<file path="src/hdl/prmmd_pkg.sv">
`timescale 1ns / 1ps

package prmmd_pkg;

  // fixed width of the distance fields
  localparam int OUT_BITS = 37;

  // lane numbering inside the root chain
  localparam int LANE_MIN = 0;
  localparam int LANE_MAX = 1;
  localparam int LANES    = 2;

  // bits of the integer root of (dx^2 + dy^2) << 2*frac_bits
  function automatic int root_bits(input int coord_bits, input int frac_bits);
    root_bits = coord_bits + frac_bits + 1;
  endfunction

endpackage

</file>
<file path="src/hdl/prmmd_cell.sv">
`timescale 1ns / 1ps

module prmmd_cell #(
  parameter int W = 37
) (
  input  logic                  clk,
  input  logic                  rst_n,
  input  logic                  adv,
  input  logic                  valid_i,
  input  logic [1:0][2*W-1:0]   rad_i,
  input  logic [1:0][W+1:0]     rem_i,
  input  logic [1:0][W-1:0]     root_i,
  output logic                  valid_o,
  output logic [1:0][2*W-1:0]   rad_o,
  output logic [1:0][W+1:0]     rem_o,
  output logic [1:0][W-1:0]     root_o
);
  import prmmd_pkg::*;

  logic                  valid_r;
  logic [1:0][2*W-1:0]   rad_r,  rad_nxt;
  logic [1:0][W+1:0]     rem_r,  rem_nxt;
  logic [1:0][W-1:0]     root_r, root_nxt;

  // one restoring root digit per lane
  always_comb begin
    logic [W+1:0] cur;
    logic [W+1:0] trial;
    rad_nxt  = '0;
    rem_nxt  = '0;
    root_nxt = '0;
    cur      = '0;
    trial    = '0;
    for (int l = 0; l < LANES; l++) begin
      cur   = {rem_i[l][W-1:0], rad_i[l][2*W-1:2*W-2]};
      trial = {root_i[l], 2'b01};
      rad_nxt[l] = {rad_i[l][2*W-3:0], 2'b00};
      if (cur >= trial) begin
        rem_nxt[l]  = cur - trial;
        root_nxt[l] = {root_i[l][W-2:0], 1'b1};
      end else begin
        rem_nxt[l]  = cur;
        root_nxt[l] = {root_i[l][W-2:0], 1'b0};
      end
    end
  end

  always_ff @(posedge clk) begin
    if (!rst_n) begin
      valid_r <= 1'b0;
    end else if (adv) begin
      valid_r <= valid_i;
    end
  end

  always_ff @(posedge clk) begin
    if (adv) begin
      rad_r  <= rad_nxt;
      rem_r  <= rem_nxt;
      root_r <= root_nxt;
    end
  end

  assign valid_o = valid_r;
  assign rad_o   = rad_r;
  assign rem_o   = rem_r;
  assign root_o  = root_r;

endmodule
</file>
<file path="config.mk">
export PLATFORM = sky130hd
export DESIGN_NAME = prmmd_cell
export DESIGN_NICKNAME = d
export VERILOG_FILES = /design/src/hdl/prmmd_pkg.sv /design/src/hdl/prmmd_cell.sv
export SDC_FILE = /design/constraint.sdc
export NUM_CORES = 1
export LEC_CHECK = 0
export BUFFER_PORTS_ARGS = -buffer_cell sky130_fd_sc_hd__buf_2
export CELL_PAD_IN_SITES_DETAIL_PLACEMENT = 1
export CELL_PAD_IN_SITES_GLOBAL_PLACEMENT = 2
export CORE_AREA = 2 2 234 236
export CTS_CLUSTER_DIAMETER = 30
export DETAILED_ROUTE_END_ITERATION = 7
export DIE_AREA = 0 0 236 238
export GPL_ROUTABILITY_DRIVEN = 0
export PLACE_DENSITY_LB_ADDON = 0.3
export SYNTH_ARGS = -nofsm -noshare
export SYNTH_HDL_FRONTEND = slang
export SYNTH_SLANG_ARGS = --single-unit
</file>
<file path="constraint.sdc">
create_clock -name clk -period 5.1 [get_ports clk]
set_input_delay 1.02 -clock clk [delete_from_list [all_inputs] [get_ports clk]]
set_output_delay 1.02 -clock clk [all_outputs]
set_load 0.1 [all_outputs]
</file>
==> flow_results.xml <==
<?xml version="1.0" encoding="UTF-8"?>
<metrics>
  <group name="die">
    <metric name="placementRows" unit="">85</metric>
    <metric name="initial_core_utilization" unit="%">27.4</metric>
    <metric name="core" unit="mm2">0.0535</metric>
    <metric name="die_x" unit="um">236</metric>
    <metric name="io_pins" unit="">605</metric>
    <metric name="floorplan.die_area" unit="mm2">0.0562</metric>
    <metric name="floorplan.die.height" unit="um">238</metric>
  </group>
  <group name="timing">
    <metric name="final.setup_skew" unit="ps">0</metric>
    <metric name="fin_worst_hold_slack" unit="ps">525</metric>
    <metric name="fmax" unit="GHz">0.248</metric>
    <metric name="tightestPinTransition" unit="ps">865</metric>
    <metric name="post-route-min-period" unit="ps">4040</metric>
    <metric name="final-setup-viol-count" unit="">0</metric>
    <metric name="timing.slew.headroom" unit="%">42.3</metric>
    <metric name="grt_setup_unrepaired" unit="">no</metric>
    <metric name="setup-tns-final" unit="ps">0</metric>
    <metric name="final-max-slew-violation-count" unit="">0</metric>
    <metric name="final-hold-violation-count" unit="">0</metric>
    <metric name="final_min_period_over_clock_period" unit="%">79.1</metric>
  </group>
  <group name="synth">
    <metric name="synth_enable_flop_cells" unit="">296</metric>
    <metric name="post_synth.cell_area_avg" unit="um2">13.1</metric>
    <metric name="post-synth-top-area-fraction" unit="%">60.6</metric>
    <metric name="synth_sequential_area_ratio" unit="%">60.7</metric>
    <metric name="synth_largest_area_cell" unit="">sky130_fd_sc_hd__edfxtp_1</metric>
    <metric name="synth_seq_cells" unit="">297</metric>
    <metric name="syn-instance-count" unit="">1124</metric>
    <metric name="dominantRegCellSynth" unit="">sky130_fd_sc_hd__edfxtp_1</metric>
    <metric name="ys_async_sr_fraction" unit="%">0</metric>
    <metric name="netlist_top_cells_count" unit="">sky130_fd_sc_hd__edfxtp_1, sky130_fd_sc_hd__inv_1, sky130_fd_sc_hd__ha_1</metric>
    <metric name="synthTopCellsByArea" unit="">sky130_fd_sc_hd__edfxtp_1, sky130_fd_sc_hd__ha_1, sky130_fd_sc_hd__mux2_2, sky130_fd_sc_hd__inv_1, sky130_fd_sc_hd__a21oi_1</metric>
    <metric name="yosys.cell_types.count" unit="">70</metric>
    <metric name="mappedNetlistArea" unit="mm2">0.0147</metric>
    <metric name="synthMostInstantiatedCell" unit="">sky130_fd_sc_hd__edfxtp_1</metric>
    <metric name="yosys_warnings" unit="">0</metric>
  </group>
  <group name="power_and_ir_drop">
    <metric name="power.density_cell_area" unit="mW/mm2">525</metric>
    <metric name="power.static_leakage" unit="nW">9.53</metric>
    <metric name="vdd_ir_drop_max" unit="uV">281</metric>
  </group>
  <group name="critical_path">
    <metric name="critical_register_to_register_path_endpoint" unit="">valid_o</metric>
    <metric name="path_max_fanout" unit="">38</metric>
    <metric name="ff2ff_path_depth" unit="">2</metric>
    <metric name="cp_slowest_stage_delay" unit="ps">440</metric>
    <metric name="worstReg2RegStart" unit="">valid_o</metric>
    <metric name="timing.critical_path.to" unit="">rem_o[17]</metric>
    <metric name="reg2reg_setup_slack" unit="ps">4510</metric>
    <metric name="critical_path.endpoint_type" unit="">register</metric>
    <metric name="critical_path.slowest_cell" unit="">sky130_fd_sc_hd__a2111oi_4</metric>
    <metric name="timing.critical_path.from_type" unit="">input pin</metric>
    <metric name="worst-setup-path-type" unit="">in -&gt; reg</metric>
    <metric name="cp.arrival" unit="ps">4370</metric>
    <metric name="list_of_cells_traversed_by_the_critical_path" unit="">buf_2 &gt; inv_1 &gt; ha_1 &gt; nand2_1 &gt; o21bai_1 &gt; a2111o_1 &gt; a211o_1 &gt; a2111oi_4 &gt; o21ai_2 &gt; a31oi_4 &gt; a221oi_2 &gt; inv_2 &gt; buf_12 &gt; mux2_1</metric>
    <metric name="crit_path_start" unit="">root_i[2]</metric>
    <metric name="crit_required" unit="ps">5430</metric>
  </group>
  <group name="clock_network">
    <metric name="clkTransAtPathRegs" unit="ps">50</metric>
    <metric name="cts_tree" unit="">built</metric>
    <metric name="htree_levels" unit="">3</metric>
    <metric name="numCtsBuffers" unit="">82</metric>
    <metric name="cts_resized" unit="">0</metric>
    <metric name="clk_path_buf_depth" unit="">3</metric>
    <metric name="cts.repair_timing.setup_buffer_count" unit="">0</metric>
    <metric name="cts_hold_buf" unit="">0</metric>
    <metric name="root_buffer" unit="">sky130_fd_sc_hd__clkbuf_16</metric>
    <metric name="cts_num_sinks" unit="">297</metric>
    <metric name="worstSkewPairLatency" unit="ps">590</metric>
  </group>
  <group name="finish">
    <metric name="areaGrowthSynthToFinish" unit="%">45.0</metric>
    <metric name="num-nets-final" unit="">2153</metric>
    <metric name="drive_gt1_share" unit="%">43.2</metric>
    <metric name="count_of_filler_cells_inserted_in_the_layout" unit="">5839</metric>
  </group>
  <group name="detailed_routing">
    <metric name="finalWirelength" unit="um">53100</metric>
    <metric name="route.detailed.vias_per_inst" unit="">4.62</metric>
    <metric name="wl_per_cell" unit="um">20.9</metric>
    <metric name="drc_violations_left" unit="">0</metric>
    <metric name="detail-route-antenna-nets" unit="">0</metric>
    <metric name="drt_pre_antenna_iters" unit="">4</metric>
    <metric name="detailedRoute.firstIterationViolations" unit="">440</metric>
    <metric name="detailroute.via_count" unit="">11700</metric>
  </group>
  <group name="global_route">
    <metric name="antenna_found_initial" unit="">16</metric>
    <metric name="grt-ovfl-total" unit="">0</metric>
    <metric name="maximum_number_of_pins_on_one_net_before_global_route_repair" unit="">104</metric>
    <metric name="grtUsageTotal" unit="%">18.3</metric>
    <metric name="grt_pass1_vias" unit="">12300</metric>
    <metric name="wire_length_of_the_first_global_routing_pass" unit="um">77000</metric>
  </group>
  <group name="flow_run">
    <metric name="maxCapViolations" unit="">0</metric>
  </group>
  <group name="placed_design">
    <metric name="place.port_buffers" unit="">596</metric>
    <metric name="place.detailed.hpwl" unit="um">41200</metric>
  </group>
  <group name="status">
    <metric name="result_of_the_run" unit="">complete, no violations</metric>
  </group>
  <group name="min_path">
    <metric name="timing.hold.worst.start" unit="">valid_o</metric>
    <metric name="hold_depth" unit="">2</metric>
    <metric name="min-delay-path-class" unit="">reg -&gt; reg</metric>
  </group>
</metrics>
metrics by stage:
stage	util, %	power [W]	instance area (um2)	worst slack [ps]	instances
6_report	39.8	0.0112	21300	1060	2542
2_1_floorplan	-	0.00542	14700	1050	1127
3_5_place_dp	34.5	0.00606	18500	430	2383
3_3_place_gp	34.5	0.00603	18500	491	2383
5_1_grt	39.7	0.0116	21300	894	2540
4_1_cts	39.7	0.0113	21300	1060	2536
worst min-delay path by stage:
stage          slack (ps)        end
2_1_floorplan         980    valid_o
3_3_place_gp          500    valid_o
3_5_place_dp          530    valid_o
4_1_cts               540    valid_o
5_1_grt               550  rad_o[33]
6_report              530    valid_o
area by class of cell:
cell class,count,area (um2),area share (%)
antenna,6,15.0,0.0706
clock buffer,89,2080,9.77
clock inverter,64,714,3.36
inverter,104,390,1.84
multi-input combinational,677,5140,24.2
sequential,297,8910,41.9
tap,696,871,4.09
timing repair buffer,609,3150,14.8
layer usage:
layer,track usage [%],up-vias,wire (um)
li1,-,5526,-
met1,21.3,5715,21400
met2,30.4,381,26000
met3,7.25,95,4470
met4,6.49,22,1140
met5,0.0866,-,128
critical path, delay by kind of cell:
family	cells	cell delay [ps]
AOI/OAI and AO/OA	7	1970
buffers and inverters	4	520
muxes	1	390
adders and majority gates	1	320
and+or+nand+nor	1	140
layout by cell type, fill, tap and decap left out, types with 6 or more instances in the layout:
| cell type | count |
|---|---|
| sky130_fd_sc_hd__buf_2 | 595 |
| sky130_fd_sc_hd__edfxtp_1 | 296 |
| sky130_fd_sc_hd__inv_1 | 103 |
| sky130_fd_sc_hd__clkbuf_16 | 82 |
| sky130_fd_sc_hd__ha_1 | 78 |
| sky130_fd_sc_hd__a21oi_1 | 77 |
| sky130_fd_sc_hd__a21o_1 | 51 |
| sky130_fd_sc_hd__nand2_1 | 49 |
| sky130_fd_sc_hd__nor2_1 | 47 |
| sky130_fd_sc_hd__xnor2_1 | 44 |
| sky130_fd_sc_hd__mux2_2 | 39 |
| sky130_fd_sc_hd__o21ai_0 | 33 |
| sky130_fd_sc_hd__mux2_1 | 30 |
| sky130_fd_sc_hd__xor2_1 | 25 |
| sky130_fd_sc_hd__clkinv_2 | 22 |
| sky130_fd_sc_hd__nand3_1 | 21 |
| sky130_fd_sc_hd__a31oi_1 | 18 |
| sky130_fd_sc_hd__nand4_1 | 13 |
| sky130_fd_sc_hd__o21bai_1 | 13 |
| sky130_fd_sc_hd__clkinv_1 | 13 |
| sky130_fd_sc_hd__bufinv_16 | 12 |
| sky130_fd_sc_hd__nor2b_1 | 11 |
| sky130_fd_sc_hd__nor3_1 | 11 |
| sky130_fd_sc_hd__o21a_1 | 11 |
| sky130_fd_sc_hd__mux2i_1 | 10 |
| sky130_fd_sc_hd__clkinvlp_4 | 8 |
| sky130_fd_sc_hd__buf_4 | 8 |
| sky130_fd_sc_hd__and3_1 | 7 |
| sky130_fd_sc_hd__or3_1 | 7 |
| sky130_fd_sc_hd__clkbuf_1 | 7 |
| sky130_fd_sc_hd__diode_2 | 6 |
where the power goes:
| group | switching, W | internal [W] |
|---|---|---|
| Combinational | 0.00238 | 0.000591 |
| Sequential | 0.0000618 | 0.00298 |
| Clock | 0.00161 | 0.00355 |
logic make-up (layout without fill, tap and decap cells):
kind of cell	count (synthesis)	after routing	share of synthesized area, %
multiplexers	79	79	5.98
AO/OA/AOI/OAI	253	253	11.6
adder cells (fa/ha/maj)	78	78	6.65
XOR/XNOR	69	69	4.12
flip-flops	297	297	60.7
buffers and inverters	153	866	4.34
AND/OR/NAND/NOR	194	194	6.59
other	1	10	0.0256
state kept, by name, indices dropped and copies added (netlist names):
register,flops
rad_o,144
rem_o,78
root_o,74
valid_o,1
(Power assumes the default switching activity.)
